`src/design/kpsd_pkg.sv`:
```
`timescale 1ns / 1ps
`default_nettype none
// ----------------------------------------------------------------------------
// kpsd_pkg
// shared types, constants and the keymap of the keypad scanner
// ----------------------------------------------------------------------------
package kpsd_pkg;

    localparam int COL_COUNT        = 4;
    localparam int COL_W            = 2;
    localparam int SAMPLE_ROWS      = 4;
    localparam int KEY_W            = 4;
    localparam int CHAR_W           = 7;
    localparam int DEF_ROW_COUNT    = 4;
    localparam int DEF_HISTORY_BITS = 8;

    typedef enum logic {
        OP_SCAN = 1'b0,
        OP_POP  = 1'b1
    } opcode_t;

    // what the key ring reports for one transaction
    typedef struct packed {
        logic              key_valid;
        logic [KEY_W-1:0]  key_index;
        logic [CHAR_W-1:0] key_char;
        logic              key_waiting;
    } pop_result_t;

    // one result item as held in the output queue
    typedef struct packed {
        logic [COL_COUNT-1:0] column_drive;
        pop_result_t          pop;
    } out_item_t;

    // keymap " CBA#9630852:741"
    function automatic logic [CHAR_W-1:0] key_char_f(input logic [KEY_W-1:0] idx);
        logic [CHAR_W-1:0] ch;
        unique case (idx)
            4'd0:  ch = 7'h20;
            4'd1:  ch = 7'h43;
            4'd2:  ch = 7'h42;
            4'd3:  ch = 7'h41;
            4'd4:  ch = 7'h23;
            4'd5:  ch = 7'h39;
            4'd6:  ch = 7'h36;
            4'd7:  ch = 7'h33;
            4'd8:  ch = 7'h30;
            4'd9:  ch = 7'h38;
            4'd10: ch = 7'h35;
            4'd11: ch = 7'h32;
            4'd12: ch = 7'h3a;
            4'd13: ch = 7'h37;
            4'd14: ch = 7'h34;
            4'd15: ch = 7'h31;
        endcase
        return ch;
    endfunction

endpackage
`default_nettype wire

```
`src/design/kpsd_row_lane.sv`:
```
`timescale 1ns / 1ps
`default_nettype none
// ----------------------------------------------------------------------------
// kpsd_row_lane
// debounce histories of one keypad row, one per column, with press detect
// ----------------------------------------------------------------------------
module kpsd_row_lane #(
    parameter int HISTORY_BITS = kpsd_pkg::DEF_HISTORY_BITS
) (
    input  wire logic                      aclk,
    input  wire logic                      aresetn,
    input  wire logic                      scan_en,
    input  wire logic [kpsd_pkg::COL_W-1:0] column,
    input  wire logic                      row_bit,
    output logic                           push
);
    import kpsd_pkg::*;

    logic [HISTORY_BITS-1:0] hist_reg [COL_COUNT];
    logic [HISTORY_BITS-1:0] hist_next;

    assign hist_next = {hist_reg[column][HISTORY_BITS-2:0], row_bit};
    // HISTORY_BITS-1 lows then a high: a clean new press
    assign push = scan_en && (hist_next == HISTORY_BITS'(1));

    always_ff @(posedge aclk) begin
        if (!aresetn) begin
            for (int c = 0; c < COL_COUNT; c++) begin
                hist_reg[c] <= '0;
            end
        end else if (scan_en) begin
            hist_reg[column] <= hist_next;
        end
    end

endmodule
`default_nettype wire

```
`src/design/kpsd_key_ring.sv`:
```
`timescale 1ns / 1ps
`default_nettype none
// ----------------------------------------------------------------------------
// kpsd_key_ring
// merges the lanes' presses in row order into a two-slot ring, serves pops
// ----------------------------------------------------------------------------
module kpsd_key_ring #(
    parameter int ROW_COUNT = kpsd_pkg::DEF_ROW_COUNT
) (
    input  wire logic                       aclk,
    input  wire logic                       aresetn,
    input  wire logic                       scan_en,
    input  wire logic                       pop_en,
    input  wire logic [kpsd_pkg::COL_W-1:0] column,
    input  wire logic [ROW_COUNT-1:0]       push,
    output kpsd_pkg::pop_result_t           result
);
    import kpsd_pkg::*;

    logic [KEY_W-1:0] slot_key_reg  [2];
    logic [KEY_W-1:0] slot_key_next [2];
    logic [1:0]       full_reg, full_next;
    logic             wr_reg, wr_next;
    logic             rd_reg, rd_next;
    logic [KEY_W-1:0] key;

    always_comb begin
        slot_key_next = slot_key_reg;
        full_next     = full_reg;
        wr_next       = wr_reg;
        rd_next       = rd_reg;
        key           = '0;
        result        = '0;
        if (scan_en) begin
            // ascending row order, each push moves the write slot
            for (int r = 0; r < ROW_COUNT; r++) begin
                key = KEY_W'(int'(column) * ROW_COUNT + r);
                if (push[r]) begin
                    slot_key_next[wr_next] = key;
                    full_next[wr_next]     = 1'b1;
                    wr_next                = ~wr_next;
                end
            end
        end else if (pop_en && full_reg[rd_reg]) begin
            result.key_valid = 1'b1;
            result.key_index = slot_key_reg[rd_reg];
            result.key_char  = key_char_f(slot_key_reg[rd_reg]);
            full_next[rd_reg] = 1'b0;
            rd_next           = ~rd_reg;
        end
        result.key_waiting = full_next[rd_next];
    end

    always_ff @(posedge aclk) begin
        if (!aresetn) begin
            full_reg <= '0;
            wr_reg   <= 1'b0;
            rd_reg   <= 1'b0;
        end else begin
            full_reg <= full_next;
            wr_reg   <= wr_next;
            rd_reg   <= rd_next;
        end
    end

    always_ff @(posedge aclk) begin
        slot_key_reg <= slot_key_next;
    end

endmodule
`default_nettype wire

```
`src/design/keypad_scan_debounce_queue.sv`:
```
`timescale 1ns / 1ps
`default_nettype none
// ----------------------------------------------------------------------------
// keypad_scan_debounce_queue
// 4-column matrix keypad scanner with shift-register debounce and key ring
// ----------------------------------------------------------------------------
// Every input transaction is either a scan tick, carrying the row levels of
// the column now driven, or a pop. A scan tick shifts each row's level into
// that key's debounce history (one lane per row, working in parallel); a
// history of all lows but the newest high counts as a press and pushes the
// key index into a two-slot ring, several presses of one tick in ascending
// row order, a third unread press overwriting a slot. The column then
// advances modulo 4. A pop returns the oldest key and its keymap character.
// Each transaction yields exactly one result transaction. Throughput is one
// transaction per cycle while the two-entry output queue has room; the
// queue registers each result before the master side sees it, and the
// slave side stays ready while one result waits for m_tready. The state
// update is a combinational lane compare plus ring merge.
// ----------------------------------------------------------------------------
module keypad_scan_debounce_queue #(
    parameter int ROW_COUNT    = kpsd_pkg::DEF_ROW_COUNT,
    parameter int HISTORY_BITS = kpsd_pkg::DEF_HISTORY_BITS
) (
    input  wire logic        aclk,
    input  wire logic        aresetn,
    // input channel
    input  wire logic        s_tvalid,
    output logic             s_tready,
    input  wire logic [7:0]  s_tdata,   // [3:0] row_sample, [7:4] zero
    input  wire logic [0:0]  s_tuser,   // [0] opcode
    // result channel
    output logic             m_tvalid,
    input  wire logic        m_tready,
    output logic [15:0] m_tdata,        // [3:0] column_drive, [7:4] key_index,
                                        // [14:8] key_char, [15] key_waiting
    output logic [0:0]  m_tuser         // [0] key_valid
);
    import kpsd_pkg::*;

    // handshake
    logic s_accept;
    logic m_accept;
    logic scan_en;
    logic pop_en;

    // scan column
    logic [COL_W-1:0] col_reg, col_next;

    // lanes and ring
    logic [ROW_COUNT-1:0] push;
    pop_result_t          ring_result;
    out_item_t            item;

    // output queue
    out_item_t   q_data_reg [2];
    logic        q_wr_reg, q_rd_reg;
    logic [1:0]  q_count_reg;

    assign s_tready = (q_count_reg != 2'd2);
    assign m_tvalid = (q_count_reg != 2'd0);
    assign s_accept = s_tvalid && s_tready;
    assign m_accept = m_tvalid && m_tready;
    assign scan_en  = s_accept && (opcode_t'(s_tuser[0]) == OP_SCAN);
    assign pop_en   = s_accept && (opcode_t'(s_tuser[0]) == OP_POP);

    assign col_next = scan_en ? col_reg + COL_W'(1) : col_reg;

    always_ff @(posedge aclk) begin
        if (!aresetn) begin
            col_reg <= '0;
        end else begin
            col_reg <= col_next;
        end
    end

    // one lane per row; rows past the sampled four always read low
    for (genvar r = 0; r < ROW_COUNT; r++) begin : g_lane
        logic row_bit;
        if (r < SAMPLE_ROWS) begin : g_live
            assign row_bit = s_tdata[r];
        end else begin : g_dead
            assign row_bit = 1'b0;
        end
        kpsd_row_lane #(
            .HISTORY_BITS (HISTORY_BITS)
        ) u_lane (
            .aclk    (aclk),
            .aresetn (aresetn),
            .scan_en (scan_en),
            .column  (col_reg),
            .row_bit (row_bit),
            .push    (push[r])
        );
    end

    // merge of lane presses and pop service
    kpsd_key_ring #(
        .ROW_COUNT (ROW_COUNT)
    ) u_ring (
        .aclk    (aclk),
        .aresetn (aresetn),
        .scan_en (scan_en),
        .pop_en  (pop_en),
        .column  (col_reg),
        .push    (push),
        .result  (ring_result)
    );

    // result of this transaction: column drive reflects the column after it, advanced only by a scan
    assign item.column_drive = COL_COUNT'(1) << col_next;
    assign item.pop          = ring_result;

    // two-entry output queue
    always_ff @(posedge aclk) begin
        if (!aresetn) begin
            q_wr_reg    <= 1'b0;
            q_rd_reg    <= 1'b0;
            q_count_reg <= '0;
        end else begin
            if (s_accept) begin
                q_wr_reg <= ~q_wr_reg;
            end
            if (m_accept) begin
                q_rd_reg <= ~q_rd_reg;
            end
            if (s_accept && !m_accept) begin
                q_count_reg <= q_count_reg + 2'd1;
            end else if (m_accept && !s_accept) begin
                q_count_reg <= q_count_reg - 2'd1;
            end
        end
    end

    always_ff @(posedge aclk) begin
        if (s_accept) begin
            q_data_reg[q_wr_reg] <= item;
        end
    end

    // pack the head result onto the master side
    always_comb begin
        m_tdata        = '0;
        m_tdata[3:0]   = q_data_reg[q_rd_reg].column_drive;
        m_tdata[7:4]   = q_data_reg[q_rd_reg].pop.key_index;
        m_tdata[14:8]  = q_data_reg[q_rd_reg].pop.key_char;
        m_tdata[15]    = q_data_reg[q_rd_reg].pop.key_waiting;
        m_tuser[0]     = q_data_reg[q_rd_reg].pop.key_valid;
    end

endmodule
`default_nettype wire

```
`config.mk`:
```
export PLATFORM = sky130hd
export DESIGN_NAME = keypad_scan_debounce_queue
export DESIGN_NICKNAME = d
export VERILOG_FILES = /design/src/design/kpsd_pkg.sv /design/src/design/kpsd_row_lane.sv /design/src/design/kpsd_key_ring.sv /design/src/design/keypad_scan_debounce_queue.sv
export SDC_FILE = /design/constraint.sdc
export NUM_CORES = 1
export LEC_CHECK = 0
export BUFFER_PORTS_ARGS = -buffer_cell sky130_fd_sc_hd__buf_2
export CORE_ASPECT_RATIO = 0.7
export CORE_UTILIZATION = 66
export DETAILED_ROUTE_END_ITERATION = 10
export GPL_TIMING_DRIVEN = 0
export PLACE_DENSITY = 0.84
export SKIP_LAST_GASP = 1
export SYNTH_ARGS = -nofsm -noshare
export SYNTH_HDL_FRONTEND = slang
export SYNTH_SLANG_ARGS = --single-unit
```
`constraint.sdc`:
```
create_clock -name aclk -period 12.5 [get_ports aclk]
set_input_delay 2.5 -clock aclk [delete_from_list [all_inputs] [get_ports aclk]]
set_output_delay 2.5 -clock aclk [all_outputs]
set_load 0.005 [all_outputs]
```
# --- After elaboration in Yosys (flattened, before gate mapping) ---
# Memories as Yosys holds them, arrays and structs flattened. A register that Yosys moved wholly into a read port is not among the register bits.
# Index checks and enable logic that the tools add are counted.
# Widths: inputs -> output; s select.
op_classes:
  n_reduce_logical: 28
  n_lt_le_gt_ge: 20
  n_bitwise: 19
  n_shift: 1
  n_eq_ne: 5
  add_sub_neg: 6
  mux: 83
op_table:
  columns: ["op", "count"]
  rows:
  - ["$mux 8", 11]
  - ["$mux 2", 20]
  - ["$bwmux 8", 4]
  - ["$eq 8x1->1 const B", 4]
  - ["$reduce_or 8->1", 4]
  - ["$mux 1", 30]
  - ["$mux 4", 7]
  - ["$mux 12", 2]
  - ["$logic_and 1x1->1", 20]
  - ["$demux 4 s1", 4]
  - ["$lt 1x2->1 const B", 6]
  - ["$ge 2x2->1 const B", 5]
  - ["$not 1->2", 5]
  - ["$add 4x2->4 const B", 2]
  - ["$lt 2x1->1 const B", 4]
  - ["$not 1->1", 8]
  - ["$or 2x2->2", 4]
  - ["$demux 1 s1", 5]
  - ["$ge 1x1->1 const B", 5]
  - ["$add 2x1->2 const B", 2]
  - ["$add 4x1->4 const B", 1]
  - ["$reduce_bool 2->1", 2]
  - ["$shl 1x2->4 const A", 1]
  - ["$and 2x2->2", 1]
  - ["other kinds (4)", 5]
totals:
  ram_bits: 162
  register_bits: 18
  romBits: 112
  out_inout_bits: 19
  memories: 6
  word_cells: 177
mem_list:
  columns: ["name", "words", "word_bits", "read_ports", "rd_clocked_by_memory_dff", "write_ports", "line", "source"]
  rows:
  - ["(no name shown)", 16, 7, 1, 0, 0, "kpsd_pkg.sv:39", "unique case (idx)"]
  - ["q_data_reg", 2, 17, 1, 1, 1, "keypad_scan_debounce_queue.sv:55", "out_item_t q_data_reg [2];"]
  - ["g_lane[0].u_lane.hist_reg", 4, 8, 1, 1, 4, "kpsd_row_lane.sv:19", "logic [HISTORY_BITS-1:0] hist_reg [COL_COUNT];"]
  - ["g_lane[1].u_lane.hist_reg", 4, 8, 1, 1, 4, "kpsd_row_lane.sv:19", null]
  - ["g_lane[2].u_lane.hist_reg", 4, 8, 1, 1, 4, "kpsd_row_lane.sv:19", null]
  - ["g_lane[3].u_lane.hist_reg", 4, 8, 1, 1, 4, "kpsd_row_lane.sv:19", null]

# --- Depth between registers and ports, before layout ---
# Gate-level depths: netlist of run 1.
logic_depth:
  depth_word: 21
  ltp_mapped: 10
  ltp_nobuf: 8

# --- By module ---
# Synthesis of run 1 repeated with hierarchy kept, for this count alone.
hier_totals:
  cells_unflattened: 559
  area_unflattened_um2: 7898.8
modules_own_cells:
  columns: ["module", "seq_area_each_um2", "n_inst", "cells_each", "area_per_inst_um2"]
  rows:
  - ["kpsd_row_lane", 840.8, 4, 82, 1285.0]
  - ["keypad_scan_debounce_queue", 1161.1, 1, 98, 1616.6]
  - ["kpsd_key_ring", 320.3, 1, 133, 1142.3]

# --- Worst setup path after synthesis of run 1 ---
# OpenSTA, ideal clock, no wires.
synth_timing:
  kind: "input -> register"
  start: "input s_tvalid"
  end: "memory g_lane[0].u_lane.hist_reg[1][0] (netlist name) (enable)"
  path_stages: 6
  t_required_ns: 12.048
  t_arrival_ns: 5.185
  setup_time_ns: 0.452
  path_buffers: 0
  path_slack_ns: 6.863
  cell_sequence: "nand2_1 > clkinv_1 > nand2_1 > clkinv_1 > nand2_1 > o21ai_0"
synth_rtl:
  columns: ["element", "line", "source"]
  rows:
  - ["from (decl)", "keypad_scan_debounce_queue.sv:27", "input wire logic s_tvalid,"]
  - ["to (decl)", "kpsd_row_lane.sv:19", null]

==> results of run 1 <==
[placed cells by master, fill, tap and decap left out, types with 5 or more instances in the layout]
cell | Yosys | routed
nand2_1 | 15 | 15
edfxtp_1 | 154 | 154
mux2_2 | 22 | 22
inv_6 | 0 | 5
mux2i_1 | 8 | 8
nor2b_1 | 5 | 5
buf_2 | 3 | 30
clkbuf_16 | 0 | 17
nor4b_1 | 22 | 22
inv_1 | 12 | 12
nor2_1 | 37 | 36
nor3_1 | 7 | 7
dfxtp_1 | 11 | 11
clkinv_4 | 0 | 5
and2_1 | 54 | 54
a22oi_1 | 6 | 6
mux4_2 | 26 | 26
o21ai_0 | 9 | 5
clkbuf_1 | 31 | 31
ha_1 | 7 | 7
and4b_1 | 24 | 24
xnor2_1 | 9 | 9
[routing by layer]
metal	track usage, %	wire length (um)	vias up
met2	49.7	8610	324
met1	43.7	7330	2501
met3	7.94	1990	39
met4	12.9	378	0
li1	-	-	2120
met5	0	0	-
[power breakdown]
part / switching, mW / internal, mW
clock network: 0.234 / 0.257
registers: 0.0218 / 0.665
logic: 0.159 / 0.119
[cells by family after synthesis]
group	Yosys count	synth area share, %
muxes	60	12.3
AOI/OAI and AO/OA	38	3.49
and+or+nand+nor	188	15.7
DFF	165	62.4
xor gates and xnor gates	12	1.63
buffers and inverters	55	3.24
adders and majority gates	8	1.26
[critical path, stage by stage]
cell and delay (ns):
buf_2 0.17, nand2_1 0.15, clkinv_1 0.28, nand2_1 0.29, clkinv_1 0.42, nand2_1 0.54, clkbuf_1 0.52, nor4b_1 0.14
[layout make-up]
type	instances	share of cell area (%)
Sequential cell	165	55.1
Multi-Input combinational cell	306	31.0
Clock buffer	17	4.84
Timing Repair Buffer	31	2.62
Buffer	41	2.26
Tap cell	153	2.18
Clock inverter	15	1.38
Inverter	14	0.598
[worst paths after layout]
kind | end | slack [ns]
setup / recovery | g_lane[3].u_lane.hist_reg[0][5] | 7.63
hold / removal | q_count_reg[1] | 0.55
setup reg to reg | u_ring.slot_key_reg[3] | 8.86
hold reg to reg | q_count_reg[1] | 0.55
==> impl_metrics.toml, run 1 <==
[drt]
drtPass1Iterations = 6
routed_wl_um = 18300
vias = 4984
ant_nets = 0
wire_per_inst_um = 24.7
vias_per_cell = 6.72
drc = 0
drtIter0Drc = 650

[cts]
cts_tree = "done"
cts_max_level = 4
cts-resized-gates = 0
ctsHoldBuffers = 0
numCtsBuffers = 17
clk-insertion-delay-late_ns = 0.44
root_buffer = "clkbuf_16"
numClockSinks = 165
clk_pin_slew_ns = 0.07
cts_setup_buffers = 0
clk_path_buf_depth = 2

[final_layout]
multiInputGateArea_um2 = 2720
drive_gt1_share_pct = 22.6
largest_reg_flops = 112
seq_area_um2 = 4840
fin_util_pct = 78.1
fin_nets = 596
fin_area_um2 = 8790
final_cells = 742
nFillCells = 630
antennaDiodeCount = 0
syn2layout_area_growth_pct = 13.1

[setup_path]
cp-start-kind = "primary input"
crit_type = "primary input to register"
cp.arrival_ns = 5.02
reg2reg_from = "col_reg[1]"
worstSetupEndpointType = "register"
reg2reg_depth = 9
crit_start = "s_tvalid"
cp_max_fo = 13
required_ns = 12.66

[synthesis]
synth.yosys.seq_area_share_pct = 62.4
netlist_instances = 526
synth_warnings = 0
post_synth_instance_area_um2 = 7770
synth_top_flop_cell = "edfxtp_1"
yosysTopAreaCellShare_pct = 59.5
synth_top_cell_by_area = "edfxtp_1"
synth.ff_latch_count = 165
syn_area_per_cell_um2 = 14.8
syn-num-nets = 546
synth-edff-count = 154
synth.top_cells.by_count = "edfxtp_1, and2_1, nor2_1"
ys_types = 52
synthTopCellsByArea = "edfxtp_1, mux4_2, and2_1"
post-synth-top-count-cell = "edfxtp_1"
ys_async_sr_fraction_pct = 0

[timing]
setup_viol = 0
fmax_mhz = 206
slew_viol_final = 0
rsz0062_at_grt = "no"
tightest_slew_ns = 0.918
slew_headroom_pct = 38.7
hold_viol = 0
fin_crit_ns = 4.87
finClkSkew_ns = 0.00852
fin_crit_sh_pct = 38.9
finalWorstSetupSlack_ns = 7.63
holdWs_ns = 0.553
setup_tns_ns = 0

[grt]
grt_pass1_vias = 5016
antenna_found_initial = 0
grt_overflow = 0
grt_max_degree = 27
grt.total_usage_pct = 31.9
grt_pass1_wl_um = 28000

[floorplanning]
std_cell_rows = 32
die_h_um = 92.8
dieArea_um2 = 12200
start_util_pct = 69.1
core-area_um2 = 11300
io_pins = 32
die_x_um = 132

[pwr]
leakage_nw = 3.17
peakVddDrop_v = 0.000111
power_mw = 1.46
pwr_density_cell_nw_per_um2 = 166

[placement]
port_buffers = 27
dp_cells = 710
placed_area_um2 = 8240
detailed_place_hpwl_um = 12100
place.gp.congestion = 0.895
pre_cts_slack_ns = 7.26

[min_path]
min_from = "q_count_reg[1]"
min_path_cells = 2
hp-class = "register to register"

[job]
cap_viol_max_count = 0

[run_status]
status = "complete, no violations"
Note: power is estimated with default switching activity, not from simulation.
==> run 2: changes to the inputs <==
--- a/config.mk
+++ b/config.mk
@@ -7,10 +7,10 @@
 export LEC_CHECK = 0
 export BUFFER_PORTS_ARGS = -buffer_cell sky130_fd_sc_hd__buf_2
 export CORE_ASPECT_RATIO = 0.7
-export CORE_UTILIZATION = 66
+export CORE_UTILIZATION = 56
 export DETAILED_ROUTE_END_ITERATION = 10
 export GPL_TIMING_DRIVEN = 0
-export PLACE_DENSITY = 0.84
+export PLACE_DENSITY = 0.76
 export SKIP_LAST_GASP = 1
 export SYNTH_ARGS = -nofsm -noshare
 export SYNTH_HDL_FRONTEND = slang
==> constraint.sdc (replaced) <==
create_clock -name aclk -period 4 [get_ports aclk]
set_input_delay 0.8 -clock aclk [delete_from_list [all_inputs] [get_ports aclk]]
set_output_delay 0.8 -clock aclk [all_outputs]
set_load 0.005 [all_outputs]
==> run 2 against run 1 <==
Net effect:
- count of clock-buffer cells in the layout unchanged
- cell area increased by 0.50%
- power grew to 3.1 times the previous value
- sequential share of layout area down 0.27 points
- via count decreased by 2.9%
- core utilization fell by 12 points
- sequential power rose to 3.1 times the previous value
- register-to-register slack worse by 8.7 ns
- first-iteration DRC count decreased by 18%
- critical path depth is 1 higher
- largest power group unchanged
==> impl_metrics.toml, run 2 (same netlist as run 1, synthesis figures left out) <==
[run_status]
status = "complete, no violations"

[cts]
clk_pin_slew_ns = 0.06
ctsHoldBuffers = 0
clk_path_buf_depth = 2
cts_max_level = 4
numClockSinks = 165
numCtsBuffers = 17
cts_setup_buffers = 0
root_buffer = "clkbuf_16"
cts_tree = "done"
clk-insertion-delay-late_ns = 0.43
cts-resized-gates = 0

[final_layout]
syn2layout_area_growth_pct = 13.6
layout.cells.most_common = "edfxtp_1"
fin_util_pct = 66.1
mostFrequentLayoutCells = "edfxtp_1, and2_1, nor2_1, clkbuf_1, buf_2"
fin_nets = 595
drive_gt1_share_pct = 22.4
antennaDiodeCount = 0
largest_reg_flops = 112

[timing]
fin_crit_sh_pct = 95.0
tightest_slew_ns = 0.970
finClkSkew_ns = 0.00741
fin_crit_ns = 3.80
fmax_mhz = 263
hold_viol = 0
setup_viol = 0
rsz0062_at_grt = "no"
slew_viol_final = 0
slew_headroom_pct = 35.1
setup_tns_ns = 0

[floorplanning]
core-area_um2 = 13400
dieArea_um2 = 14400
die_x_um = 143
start_util_pct = 58.2
io_pins = 32
std_cell_rows = 35
die_h_um = 101

[setup_path]
required_ns = 4.17
worstSetupEndpointType = "register"
crit_type = "register to register"
cp_max_fo = 10
cp-start-kind = "register"
cp.arrival_ns = 3.97

[drt]
drc = 0
vias_per_cell = 6.26
routed_wl_um = 17500
vias = 4839
drtPass1Iterations = 5
ant_nets = 0
wire_per_inst_um = 22.6
drtIter0Drc = 534

[grt]
grt_overflow = 0
grt_pass1_wl_um = 27400
antenna_found_initial = 0
grt_max_degree = 29
grt.total_usage_pct = 26.8
grt_pass1_vias = 4844

[pwr]
peakVddDrop_v = 0.000327
pwr_density_cell_nw_per_um2 = 520
leakage_nw = 3.17

[job]
cap_viol_max_count = 0

[placement]
place.gp.congestion = 0.842
port_buffers = 27
detailed_place_hpwl_um = 11700

[min_path]
hp-class = "register to register"
## run 2: worst max-delay path, cell delays in order (launching register included)
cell      delay [ns]
dfxtp_1         0.37
buf_4           0.21
clkbuf_1        0.65
mux4_2          0.46
nor4_1          0.39
and4b_1         0.40
buf_2           0.27
a2111o_1        0.15
o31a_1          0.28
mux2_1          0.37
## run 2: cell type report
type	count	area (um2)
sequential	165	4840
buffer	41	199
multi-input combinational	306	2720
inverter	14	52.6
clock inverter	15	145
tap	185	231
clock buffer	17	425
timing repair buffer	30	210
fill	940	4530
## run 2: final timing paths
check,slack [ns],cells past startpoint,endpoint,from
worst min register to register,0.53,2,q_count_reg[1],q_count_reg[1]
worst max register to register,0.20,9,u_ring.slot_key_reg[3],col_reg[1]
worst max-delay path,0.20,9,u_ring.slot_key_reg[3],col_reg[1]
worst min-delay path,0.53,2,q_count_reg[1],q_count_reg[1]
## run 2: power breakdown
group          leakage [nW]  internal, mW  total [mW]  switching, mW
Sequential             1.66          2.08        2.15         0.0704
Clock                 0.267         0.870        1.59          0.717
Combinational          1.24         0.364       0.850          0.485
## run 2: through the flow
stage,power (mW),worst slack (ns),cells,hold slack [ns],instance area (um2)
final,4.59,0.201,773,0.530,8830
after global routing,4.74,0.0743,773,0.568,8830
after CTS,4.59,0.283,773,0.533,8830
after detailed placement,3.03,0.333,741,0.524,8260
after global placement,2.98,-2.01,738,0.485,8140
after floorplan,2.72,0.0627,526,0.473,7770
## run 2: per-layer routing
layer | share of wire (%) | wire length, um | track usage, % | vias to the layer above
li1 | - | - | - | 2126
met1 | 44 | 7760 | 38.9 | 2442
met2 | 45 | 7880 | 39.4 | 238
met3 | 8.6 | 1500 | 6.89 | 33
met4 | 2.1 | 364 | 9.43 | 0
met5 | 0 | 0 | 0 | -
